[config.mk]
export PLATFORM = sky130hd
export DESIGN_NAME = memory_map_decoder_top
export DESIGN_NICKNAME = d
export VERILOG_FILES = /design/src/rtl/core/mmd_pkg.sv /design/src/rtl/core/memory_map_decoder_top.sv
export SDC_FILE = /design/constraint.sdc
export NUM_CORES = 1
export LEC_CHECK = 0
export ABC_AREA = 1
export BUFFER_PORTS_ARGS = -buffer_cell sky130_fd_sc_hd__buf_2
export CORE_UTILIZATION = 35
export DETAILED_ROUTE_END_ITERATION = 7
export PLACE_DENSITY_LB_ADDON = 0.15
export SYNTH_ARGS = -nofsm -noshare
export SYNTH_HDL_FRONTEND = slang
export SYNTH_SLANG_ARGS = --single-unit
[constraint.sdc]
create_clock -name clk -period 2.85 [get_ports clk]
set_input_delay 0.57 -clock clk [delete_from_list [all_inputs] [get_ports clk]]
set_output_delay 0.57 -clock clk [all_outputs]
set_load 0.02 [all_outputs]
[src/rtl/core/mmd_pkg.sv]
// ----------------------------------------------------------------------------
// mmd_pkg
// Types and address constants for the memory map decoder.
// ----------------------------------------------------------------------------
`default_nettype none

package mmd_pkg;

  typedef enum logic [3:0] {
    TGT_CONST    = 4'd0,
    TGT_MAIN     = 4'd1,
    TGT_DISK_ROM = 4'd2,
    TGT_DISK_RAM = 4'd3,
    TGT_PAGED    = 4'd4,
    TGT_FDC      = 4'd5,
    TGT_VIA1     = 4'd6,
    TGT_SERIAL   = 4'd7,
    TGT_VIA2     = 4'd8,
    TGT_RTC      = 4'd9,
    TGT_KEYBOARD = 4'd10,
    TGT_NONE     = 4'd11
  } target_t;

  typedef struct packed {
    target_t     target;
    logic [15:0] location;
    logic [3:0]  bank;
    logic [7:0]  constant_data;
    logic        write_strobe;
    logic        attr_write;
    logic        attr_value;
    logic        keyboard_ack;
  } result_t;

  // bus commands
  localparam logic [1:0] CMD_READ  = 2'd0;
  localparam logic [1:0] CMD_WRITE = 2'd1;

  // configuration register indexes
  localparam logic [2:0] REG_EXPANSION = 3'd0;
  localparam logic [2:0] REG_ROM_KB    = 3'd1;
  localparam logic [2:0] REG_BASIC     = 3'd2;
  localparam logic [2:0] REG_BASIC_END = 3'd3;
  localparam logic [2:0] REG_DISK      = 3'd4;
  localparam logic [2:0] REG_PAGES     = 3'd5;
  localparam logic [2:0] REG_VIDEO_KBD = 3'd6;
  localparam logic [2:0] REG_SERIAL    = 3'd7;

  // address map
  localparam logic [15:0] MASK_1K      = 16'h03FF;
  localparam logic [15:0] RAM_TOP      = 16'h2000;
  localparam logic [15:0] ATTR_BASE    = 16'h0200;
  localparam logic [15:0] ATTR_TOP     = 16'h03FF;
  localparam logic [15:0] FOLD_RAM_TOP = 16'h8000;
  localparam logic [15:0] DROM_BASE    = 16'hA800;
  localparam logic [15:0] DRAM_BASE    = 16'hB800;
  localparam logic [15:0] IO_BASE      = 16'hBC00;
  localparam logic [15:0] IO_RTC       = 16'hBC40;
  localparam logic [15:0] IO_FDC       = 16'hBF90;
  localparam logic [15:0] IO_VIA1      = 16'hBFC0;
  localparam logic [15:0] IO_SERIAL    = 16'hBFD0;
  localparam logic [15:0] IO_VIA2      = 16'hBFE0;
  localparam logic [15:0] IO_SYS       = 16'hBFF0;
  localparam logic [15:0] IO_GFX_CLR   = 16'hBFF2;
  localparam logic [15:0] IO_KBD       = 16'hBFF3;
  localparam logic [15:0] BASIC_BASE   = 16'hC000;
  localparam logic [15:0] WR_OFF_BASE  = 16'hE800;
  localparam logic [15:0] BANK_REG     = 16'hFFF0;
  localparam logic [11:0] DROM_SWAP    = 12'h800;

endpackage

`default_nettype wire

[src/rtl/core/memory_map_decoder_top.sv]
// ----------------------------------------------------------------------------
// memory_map_decoder_top
// Decodes one bus access per word into target, location and side effects,
// with base-unit mirroring, paged RAM and the graphics/bank registers.
// ----------------------------------------------------------------------------
//  channel   direction  handshake            payload
//  in_       input      in_valid/in_stall    cmd, address, write_data
//  out_      output     out_valid/out_stall  target, location, bank, ...
//  cfg       input      psel/penable/pwrite  paddr, pwdata, prdata
//
//  the result word is registered at the edge that accepts the input word
//  a new word is taken every cycle unless the result register is stalled
//  bank and graphics registers update at the edge that accepts the word,
//  so the next word sees them
//  reset clears the result valid, state and loads register defaults
// ----------------------------------------------------------------------------
`default_nettype none

module memory_map_decoder_top (
  input  wire logic                  clk,
  input  wire logic                  rst_n,
  input  wire logic                  in_valid,
  output logic                       in_stall,
  input  wire logic [1:0]            in_cmd,
  input  wire logic [15:0]           in_address,
  input  wire logic [7:0]            in_write_data,
  output logic                       out_valid,
  input  wire logic                  out_stall,
  output logic [3:0]                 out_target,
  output logic [15:0]                out_location,
  output logic [3:0]                 out_bank,
  output logic [7:0]                 out_constant_data,
  output logic                       out_write_strobe,
  output logic                       out_attr_write,
  output logic                       out_attr_value,
  output logic                       out_keyboard_ack,
  input  wire logic                  psel,
  input  wire logic                  penable,
  input  wire logic                  pwrite,
  input  wire logic [4:0]            paddr,
  input  wire logic [31:0]           pwdata,
  output logic [31:0]                prdata,
  output logic                       pready
);
  import mmd_pkg::*;

  logic        expansion_r;
  logic [2:0]  rom_kb_r;
  logic        basic_r;
  logic [15:0] basic_end_r;
  logic        disk_r;
  logic [4:0]  pages_r;
  logic        video_kbd_r;
  logic        serial_r;

  logic        gfx_r, gfx_nxt;
  logic [7:0]  bank_r, bank_nxt;
  result_t     res_r, res_nxt;
  logic        out_valid_r;

  logic        accept;
  logic        cfg_wr;
  logic [2:0]  reg_idx;

  logic [15:0] ra, wa;
  logic        wdrop, dbg, rom_hit;
  logic [15:0] drom_off, dram_off;
  logic [15:0] wdram_off;

  assign in_stall = out_valid_r & out_stall;
  assign accept   = in_valid & ~in_stall;
  assign pready   = 1'b1;
  assign reg_idx  = paddr[4:2];
  assign cfg_wr   = psel & penable & pwrite;

  always_comb begin
    unique case (reg_idx)
      REG_EXPANSION: prdata = {31'b0, expansion_r};
      REG_ROM_KB:    prdata = {29'b0, rom_kb_r};
      REG_BASIC:     prdata = {31'b0, basic_r};
      REG_BASIC_END: prdata = {16'b0, basic_end_r};
      REG_DISK:      prdata = {31'b0, disk_r};
      REG_PAGES:     prdata = {27'b0, pages_r};
      REG_VIDEO_KBD: prdata = {31'b0, video_kbd_r};
      REG_SERIAL:    prdata = {31'b0, serial_r};
      default:       prdata = '0;
    endcase
  end

  // address folding
  always_comb begin
    ra    = in_address;
    wa    = in_address;
    wdrop = 1'b0;
    if (!expansion_r) begin
      if (in_address <= FOLD_RAM_TOP) begin
        ra = in_address & MASK_1K;
      end else if (in_address <= BASIC_BASE) begin
        ra = {IO_SYS[15:4], in_address[3:0]};
      end else if (rom_kb_r == 3'd1) begin
        ra = {6'b111111, in_address[9:0]};
      end else begin
        ra = {5'b11111, in_address[10:0]};
      end
      if (in_address < IO_BASE) begin
        wa = in_address & MASK_1K;
      end else if (in_address <= BASIC_BASE) begin
        wa = {IO_SYS[15:4], in_address[3:0]};
      end else begin
        wdrop = 1'b1;
      end
    end
  end

  assign dbg       = (in_cmd != CMD_READ);
  assign rom_hit   = ({1'b0, ra[15:10]} + {4'b0, rom_kb_r}) >= 7'd64;
  assign drom_off  = ra - DROM_BASE;
  assign dram_off  = ra - DRAM_BASE;
  assign wdram_off = wa - DRAM_BASE;

  always_comb begin
    res_nxt = '{target: TGT_NONE, location: 16'h0, bank: 4'h0, constant_data: 8'h00,
                write_strobe: 1'b0, attr_write: 1'b0, attr_value: 1'b0,
                keyboard_ack: 1'b0};
    gfx_nxt  = gfx_r;
    bank_nxt = bank_r;
    if (in_cmd == CMD_WRITE) begin
      priority if (wdrop) begin
        res_nxt.target = TGT_NONE;
      end else if (wa <= RAM_TOP) begin
        res_nxt.target       = TGT_MAIN;
        res_nxt.location     = wa;
        res_nxt.write_strobe = 1'b1;
        if (wa >= ATTR_BASE && wa <= ATTR_TOP) begin
          res_nxt.attr_write = 1'b1;
          res_nxt.attr_value = gfx_r;
        end
      end else if (basic_r && wa >= BASIC_BASE && wa < basic_end_r) begin
        res_nxt.target = TGT_NONE;
      end else if (wa >= WR_OFF_BASE) begin
        if (wa >= BANK_REG) bank_nxt = in_write_data;
      end else if (disk_r && wa >= DROM_BASE && wa < DRAM_BASE) begin
        res_nxt.target = TGT_NONE;
      end else if (disk_r && wa >= DRAM_BASE && wa < IO_BASE) begin
        res_nxt.target       = TGT_DISK_RAM;
        res_nxt.location     = {6'b0, wdram_off[9:0]};
        res_nxt.write_strobe = 1'b1;
      end else if (disk_r && wa[15:4] == IO_FDC[15:4]) begin
        res_nxt.target       = TGT_FDC;
        res_nxt.location     = {12'b0, wa[3:0]};
        res_nxt.write_strobe = 1'b1;
      end else if (wa[15:4] == IO_VIA1[15:4]) begin
        res_nxt.target       = TGT_VIA1;
        res_nxt.location     = {12'b0, wa[3:0]};
        res_nxt.write_strobe = 1'b1;
      end else if (wa[15:4] == IO_SERIAL[15:4]) begin
        if (serial_r) begin
          res_nxt.target       = TGT_SERIAL;
          res_nxt.location     = {14'b0, wa[1:0]};
          res_nxt.write_strobe = 1'b1;
        end
      end else if (wa[15:4] == IO_RTC[15:4]) begin
        res_nxt.target       = TGT_RTC;
        res_nxt.location     = {12'b0, wa[3:0]};
        res_nxt.write_strobe = 1'b1;
      end else if (wa[15:4] == IO_VIA2[15:4]) begin
        res_nxt.target       = TGT_VIA2;
        res_nxt.location     = {12'b0, wa[3:0]};
        res_nxt.write_strobe = 1'b1;
      end else if (wa == IO_SYS) begin
        res_nxt.keyboard_ack = video_kbd_r;
      end else begin
        if (wa == IO_GFX_CLR || wa == IO_KBD) gfx_nxt = 1'b0;
        if ((wa < IO_BASE || wa >= BASIC_BASE) && ({1'b0, bank_r[3:0]} < pages_r)) begin
          res_nxt.target       = TGT_PAGED;
          res_nxt.location     = wa;
          res_nxt.bank         = bank_r[3:0];
          res_nxt.write_strobe = 1'b1;
        end
      end
    end else begin
      priority if (ra <= RAM_TOP) begin
        res_nxt.target   = TGT_MAIN;
        res_nxt.location = ra;
      end else if (basic_r && ra >= BASIC_BASE && ra < basic_end_r) begin
        res_nxt.target   = TGT_MAIN;
        res_nxt.location = ra;
      end else if (disk_r && ra >= DROM_BASE && ra < DRAM_BASE) begin
        res_nxt.target   = TGT_DISK_ROM;
        res_nxt.location = {4'b0, drom_off[11:0] ^ DROM_SWAP};
      end else if (disk_r && ra >= DRAM_BASE && ra < IO_BASE) begin
        res_nxt.target   = TGT_DISK_RAM;
        res_nxt.location = {6'b0, dram_off[9:0]};
      end else if (rom_hit) begin
        res_nxt.target   = TGT_MAIN;
        res_nxt.location = ra;
      end else if (ra >= IO_BASE && ra < BASIC_BASE) begin
        res_nxt.target        = TGT_CONST;
        res_nxt.constant_data = 8'hFF;
        priority if (dbg) begin
          res_nxt.target = TGT_CONST;
        end else if (disk_r && ra[15:4] == IO_FDC[15:4]) begin
          res_nxt.target        = TGT_FDC;
          res_nxt.constant_data = 8'h00;
          res_nxt.location      = {12'b0, ra[3:0]};
        end else if (ra[15:4] == IO_VIA1[15:4]) begin
          res_nxt.target        = TGT_VIA1;
          res_nxt.constant_data = 8'h00;
          res_nxt.location      = {12'b0, ra[3:0]};
        end else if (serial_r && ra[15:4] == IO_SERIAL[15:4]) begin
          res_nxt.target        = TGT_SERIAL;
          res_nxt.constant_data = 8'h00;
          res_nxt.location      = {14'b0, ra[1:0]};
        end else if (ra[15:4] == IO_VIA2[15:4]) begin
          res_nxt.target        = TGT_VIA2;
          res_nxt.constant_data = 8'h00;
          res_nxt.location      = {12'b0, ra[3:0]};
        end else if (ra[15:4] == IO_RTC[15:4]) begin
          res_nxt.target        = TGT_RTC;
          res_nxt.constant_data = 8'h00;
          res_nxt.location      = {12'b0, ra[3:0]};
        end else begin
          if (ra == IO_SYS) gfx_nxt = 1'b1;
          if (ra == IO_KBD) begin
            res_nxt.constant_data = 8'h00;
            if (video_kbd_r) begin
              res_nxt.target   = TGT_KEYBOARD;
              res_nxt.location = 16'd3;
            end
          end
        end
      end else if ({1'b0, bank_r[7:4]} < pages_r) begin
        res_nxt.target   = TGT_PAGED;
        res_nxt.location = ra;
        res_nxt.bank     = bank_r[7:4];
      end else begin
        res_nxt.target        = TGT_CONST;
        res_nxt.constant_data = 8'hFF;
      end
    end
  end

  always_ff @(posedge clk) begin
    if (!rst_n) begin
      expansion_r <= 1'b0;
      rom_kb_r    <= 3'd1;
      basic_r     <= 1'b0;
      basic_end_r <= BASIC_BASE;
      disk_r      <= 1'b0;
      pages_r     <= 5'd0;
      video_kbd_r <= 1'b1;
      serial_r    <= 1'b0;
      gfx_r       <= 1'b0;
      bank_r      <= 8'h00;
      out_valid_r <= 1'b0;
    end else begin
      if (cfg_wr) begin
        unique case (reg_idx)
          REG_EXPANSION: expansion_r <= pwdata[0];
          REG_ROM_KB:    rom_kb_r    <= pwdata[2:0];
          REG_BASIC:     basic_r     <= pwdata[0];
          REG_BASIC_END: basic_end_r <= pwdata[15:0];
          REG_DISK:      disk_r      <= pwdata[0];
          REG_PAGES:     pages_r     <= pwdata[4:0];
          REG_VIDEO_KBD: video_kbd_r <= pwdata[0];
          REG_SERIAL:    serial_r    <= pwdata[0];
          default:       ;
        endcase
      end
      if (accept) begin
        gfx_r  <= gfx_nxt;
        bank_r <= bank_nxt;
      end
      if (!out_stall || !out_valid_r) begin
        out_valid_r <= in_valid;
      end
    end
  end

  always_ff @(posedge clk) begin
    if (accept) begin
      res_r <= res_nxt;
    end
  end

  assign out_valid         = out_valid_r;
  assign out_target        = res_r.target;
  assign out_location      = res_r.location;
  assign out_bank          = res_r.bank;
  assign out_constant_data = res_r.constant_data;
  assign out_write_strobe  = res_r.write_strobe;
  assign out_attr_write    = res_r.attr_write;
  assign out_attr_value    = res_r.attr_value;
  assign out_keyboard_ack  = res_r.keyboard_ack;

endmodule

`default_nettype wire
Yosys cells after proc, flatten, opt, wreduce, memory -nomap -nowiden:

Index checks and enable logic that the tools add are counted.

* bits in registers: 75
* input bits: 70
* output and inout port bits: 71
* logic and storage cells: 278

* add/subtract/negate cells: 4
* order comparisons: 26
* equality and inequality tests: 48
* multiplexer cells: 127
* bitwise logic cells: 12
* reduce and logical (&&, ||, !) cells: 42

Operators with widths (count)
* $mux 20: 31
* $mux 24: 16
* $pmux 32 s8: 1
* $ge 16x16->1 const B: 9
* $eq 12x12->1 const B: 10
* $lt 16x16->1 const B: 6
* $mux 16: 6
* $eq 16x16->1 const B: 5
* $mux 8: 9
* $mux 12: 5
* $mux 4: 12
* $mux 1: 43
* $ne 2x2->1 const B: 21
* $le 16x14->1 const B: 2
* $le 16x16->1 const B: 2
* $lt 16x16->1: 2
* $reduce_and 27->1: 1
* $sub 10x1->10 const B: 2
* $logic_and 1x1->1: 18
* $ge 16x10->1 const B: 1
* $le 16x10->1 const B: 1
* $reduce_and 2->1: 8
* $mux 15: 1
* $reduce_or 13->1: 1
* other kinds (23): 46

Logic depth before layout (Yosys ltp):

* depth after elaboration: 39
* mapped depth: 23
* gate-level depth less buffers: 23

Least setup slack after synthesis:

OpenSTA, ideal clock, no wires.

* path type: input to register
* start point: input port in_address[5]
* end point: register res_r, in the netlist out_target[0] (data pin)
* library setup time: 0.253 ns
* arrival: 2.815 ns
* data required time: 2.597 ns
* setup slack: -0.218 ns
* cell stages on the path: 23
* buffers on the path: 0
* path through: nor2_1 inv_1 nor2_4 nand2_4 nand2_8 nand2_8 nand2_8 inv_1 ha_1 nand2_1 inv_1 nand2_1 inv_1 nand2_1 nor3_1 a21o_1 inv_2 nor2_2 nand2_1 nor2_4 inv_2 o21ai_1 inv_1

RTL lines
* start: declaration: RTL line memory_map_decoder_top.sv:25 `input wire logic [15:0] in_address,`
* end signal: assignment: RTL line memory_map_decoder_top.sv:282 `res_r <= res_nxt;`
* end: declaration: RTL line memory_map_decoder_top.sv:58 `result_t res_r, res_nxt;`

==> flow_results.org <==
** GRT
- Number of antenna violations at the first check in global routing :: 0
- Entering global routing, the biggest net connects 35 pins.
- Via count of the first global-routing pass :: 5316
- All-Layer GR Usage :: 0.224
- Remaining global-route overflow :: 0
- The first global-routing pass estimated 27.7 mm of wire.

** Yosys
- Flip-flop and latch count after synthesis :: 68
- By area, the combinational part of the netlist is dominated by simple AND/OR/NAND/NOR gates.
- Count of flip-flops with a built-in enable after synthesis :: 29
- For this run, the leading register cell type out of synthesis is sky130_fd_sc_hd__dfxtp_1.
- The Yosys step of the flow raised 0 warnings.
- Dividing the synthesized area by the synthesized cell count gives 7.31 µm².
- Share of flip-flops with an asynchronous set or reset after synthesis :: 0
- Xor and xnor area share after synthesis :: 0
- The synthesized netlist contains 54 unique library cells.
- Post-synthesis share of cell area spent on full adders, half adders and majority gates :: 0.0842
- Of the post-synthesis cell area, the part taken by muxes is 0.00184.
- Of the total synthesized cell area, the portion taken by AND, OR, NAND and NOR gates is 0.338.
- Synth Instances :: 744
- In this run the cell area of the synthesized design comes to 0.00544 mm².
- Of the synthesized area, sequential elements account for 0.304.
- Post-synthesis compound-gate area fraction :: 0.144

** Layout
- Relative to the synthesized area, the layout overhead comes to 47.2%.
- At the end of the flow, the number of nets in the layout was 1094.
- Area occupied by multi-input gates :: 0.00365 mm²
- The library cell used most frequently in the layout, excluding fill and tap cells, is sky130_fd_sc_hd__buf_4.
- Number of diodes added for antenna fixing :: 0
- Fill cells in the final layout number 1472.
- Commonest cells after routing, fill and taps aside :: sky130_fd_sc_hd__buf_4, sky130_fd_sc_hd__buf_2, sky130_fd_sc_hd__inv_1
- Across the whole layout, storage elements account for 0.00165 mm².
- Share of post-route cells with drive strength above 1 :: 0.437

** STA
- Setup-violating endpoint count in the final report :: 34
- Worst max-slew margin expressed relative to the limit :: 0.557
- For the final routed database, the setup TNS stands at -3.04 ns.
- Maximum clock skew at final layout :: 0.0111 ns
- Least-Margin Pin Slew :: 0.660 ns
- Worst-case setup margin in the final layout :: -0.141 ns
- The count of pins over their slew limit was 0.
- Minimum period implied by the final worst setup slack :: 2.99 ns
- Across all hold checks on the routed design, the worst slack comes to 0.450 ns.
- Maximum clock frequency :: 334 MHz
- Final cycle utilization of the critical path :: 1.05
- Setup repair after global routing could not meet its margin everywhere.
- Hold Violations, Final :: 0

** Setup path
- Terminus of the critical flop-to-flop path :: out_location[12]$_DFFE_PP_
- For the worst setup path, the data required time is 3.05 ns.
- Element type at the critical path end :: flop
- Critical path arrival :: 3.19 ns
- Count of buffering cells on the critical path with inverters included :: 5
- Among all stages on the critical path, the largest delay is contributed by sky130_fd_sc_hd__o21ai_4.
- FF-to-FF Start :: expansion_r$_SDFFE_PN0P_
- Kind of critical path :: in -> reg
- The setup check on the worst reg-to-reg path leaves a slack of 0.15 ns.
- Crit path largest cell delay :: 0.29 ns
- Cell depth of the worst setup path :: 22
- Startpoint kind of the worst setup timing path :: input pin
- Grouping stages by cell kind, the critical path spends the most delay in simple AND/OR/NAND/NOR gates.
- CP most frequent cell :: sky130_fd_sc_hd__nand2_2
- Along the worst path, the maximum fanout reaches 8.
- Counting cells, the worst reg-to-reg path comes to 16.
- Ordered list of cells on the worst path :: buf_8, nor2_4, nand2_4, nor2_4, buf_6, nand2_4, nand2_8, nand2_8, nand2_8, inv_4, ha_4, nand2_2, inv_2, nand2_2, inv_2, nand2_2, nor3_2, a21o_1, nand4_1, o21ai_4, nand3_2, nand2_2

** Route
- DRC :: 0
- The detail route stage leaves a number of antenna-violating nets equal to 0.
- Vias per inst :: 4.91
- The final layout contains routed wiring with a total length of 17.7 mm.
- Detailed Route Iter0 Violations :: 339
- Number of vias in the routed layout :: 5798
- In the final routed layout, each cell accounts on average for 15.0 µm.
- DRT Pass-1 Iters :: 5

** Clocking
- After clock tree synthesis, the clock-pin slew on the worst setup and hold paths is 0.05 ns.
- CTS saw 68 sinks.
- TritonCTS built the clock tree.
- The clock tree synthesis step divided the H-tree into 3 levels.
- Counting along the longest clock path gives a buffer depth of 2.
- Root Driver :: sky130_fd_sc_hd__clkbuf_16
- Clock tree synthesis inserted a total of 9 buffers.
- Insertion delay to the later sink of the worst-skew pair :: 0.34 ns

** Run
- Max-cap violations in this run came to 0.

** Place
- Final Wtd Congestion :: 0.912
- The HPWL after detailed placement is 14.2 mm.
- Buffers placed on the I/O ports in this run total 105.
- Worst slack, placed :: -0.627 ns

** Power and ir drop
- The share of total power dissipated in sequential elements is 0.359.
- The share of total power dissipated in combinational logic is 0.268.
- Power Total :: 0.00297 W
- Total power divided by cell area :: 371 mW/mm²
- P_leak :: 3.84 nW
- Switching share of power :: 0.295
- Net switching power :: 0.000878 W
- Internal power comes to 0.00210 W.
- Clock network power share :: 0.373
- The worst-case IR drop observed on VDD is 0.295 mV.

** Floorplan
- From left edge to right edge, the die measures 127 µm.
- Core outline area :: 0.0152 mm²
- Initial cell density of the core :: 0.358
- The die covers 0.0160 mm².
- Pin placement for this block handled 141 I/O pins.
- FP Rows :: 45
- From bottom edge to top edge, the die measures 127 µm.

** Outcome
- The run finished, with violations left.
- The checks that failed: setup timing.

** Worst hold path
- Worst min-delay path class :: in -> reg
- Sink of the worst hold path :: basic_end_r[15]$_SDFFE_PN1P_
- Startpoint of the worst hold path :: pwdata[15]
- Along the worst hold path, the cell count comes to 3.
-- final cells by class --
cell class              count  area share
clock buffers              16      0.0378
well taps                 188      0.0294
multi-input cells         540       0.456
repair buffers            252       0.214
inverters                 117      0.0564
flip-flops and latches     68       0.206
-- how the worst max path moves through the flow --
stage,from,end,slack (ns)
2_1_floorplan,in_address[2],out_target[0]$_DFFE_PP_,-0.16
3_3_place_gp,in_address[0],out_location[3]$_DFFE_PP_,-0.60
3_5_place_dp,in_address[0],out_location[9]$_DFFE_PP_,-0.63
4_1_cts,in_address[3],out_target[0]$_DFFE_PP_,-0.08
5_1_grt,in_address[3],out_location[12]$_DFFE_PP_,-0.30
6_report,in_address[3],out_location[12]$_DFFE_PP_,-0.14
-- worst min-delay path, stage by stage --
cell                       delay [ns]
sky130_fd_sc_hd__buf_2           0.08
sky130_fd_sc_hd__nand2_1         0.05
sky130_fd_sc_hd__o211ai_1        0.06
-- registers in the layout, indices dropped and copies added, names as in the netlist, 3 cells and up --
signal / count
bank_r: 8
basic_end_r: 16
out_bank: 4
out_location: 16
out_target: 4
pages_r: 5
rom_kb_r: 3
-- metal layers --
metal	GRT usage	up-vias	share of wire
met4	0.0539	0	0.0099
li1	-	2945	-
met1	0.316	2655	0.49
met2	0.359	182	0.45
met3	0.0354	16	0.048
met5	0	-	0
-- synthesized netlist by cell type, types with 2 or more instances --
cell                         n  area [µm²]
sky130_fd_sc_hd__nand2_8     3        60.1
sky130_fd_sc_hd__clkinv_2    2        10.0
sky130_fd_sc_hd__a311oi_1    2        17.5
sky130_fd_sc_hd__inv_2      11        41.3
sky130_fd_sc_hd__edfxtp_1   29         871
sky130_fd_sc_hd__ha_1       35         438
sky130_fd_sc_hd__dfxtp_1    39         781
sky130_fd_sc_hd__o21ai_1    11        55.1
sky130_fd_sc_hd__inv_4       2        12.5
sky130_fd_sc_hd__nor2_4      6        67.6
sky130_fd_sc_hd__o211ai_1    5        37.5
sky130_fd_sc_hd__nand3_2     7        70.1
sky130_fd_sc_hd__a21oi_2     3        26.3
sky130_fd_sc_hd__o21a_1      2        15.0
sky130_fd_sc_hd__a21oi_1    48         240
sky130_fd_sc_hd__nand3_1    64         320
sky130_fd_sc_hd__o21ai_0    40         200
sky130_fd_sc_hd__nor2_8      3        60.1
sky130_fd_sc_hd__buf_4      25         188
sky130_fd_sc_hd__nor3_1     17        85.1
sky130_fd_sc_hd__conb_1      2        7.51
sky130_fd_sc_hd__nand2_4     6        67.6
sky130_fd_sc_hd__nor3_2      3        30.0
sky130_fd_sc_hd__buf_6       2        22.5
sky130_fd_sc_hd__clkbuf_1    7        26.3
sky130_fd_sc_hd__o21ai_2     7        61.3
sky130_fd_sc_hd__a22oi_1     2        15.0
sky130_fd_sc_hd__nor2_2      8        50.1
sky130_fd_sc_hd__nor2_1     84         315
sky130_fd_sc_hd__nand2_1   103         387
sky130_fd_sc_hd__nor4_1      6        37.5
sky130_fd_sc_hd__nand2_2    19         119
sky130_fd_sc_hd__inv_1     101         379
sky130_fd_sc_hd__nand4_1    20         125
-- what timing repair did --
action	in CTS	in global routing
gates cloned	0	1
gates resized for setup	70	56
setup endpoints to repair	35	35
pin swaps	41	30
buffers inserted	17	7
hold buffers	0	0
-- power by group through the flow --
stage / Combinational, W / Sequential (W) / Clock [W]
floorplan: 0.000360 / 0.00113 / 0
global placement: 0.000679 / 0.00109 / 0
detailed placement: 0.000679 / 0.00109 / 0
CTS: 0.000739 / 0.00107 / 0.00113
global route: 0.000866 / 0.00107 / 0.00117
finish: 0.000796 / 0.00107 / 0.00111
-- per-stage QoR --
stage / utilization / std cells / instance area (µm²)
floorplan: - / 759 / 5510
global placement: 0.458 / 1140 / 6970
detailed placement: 0.458 / 1140 / 6970
CTS: 0.504 / 1173 / 7670
global route: 0.527 / 1181 / 8010
finish: 0.527 / 1181 / 8010
-- logic make-up (layout without fill, tap and decap cells) --
kind of cell	count (synthesis)	after routing
multiplexers	1	1
AO/OA/AOI/OAI	132	132
flip-flops	68	68
buffers and inverters	152	385
AND/OR/NAND/NOR	353	354
other	2	17
adder cells (fa/ha/maj)	36	36
(Power assumes the default switching activity.)
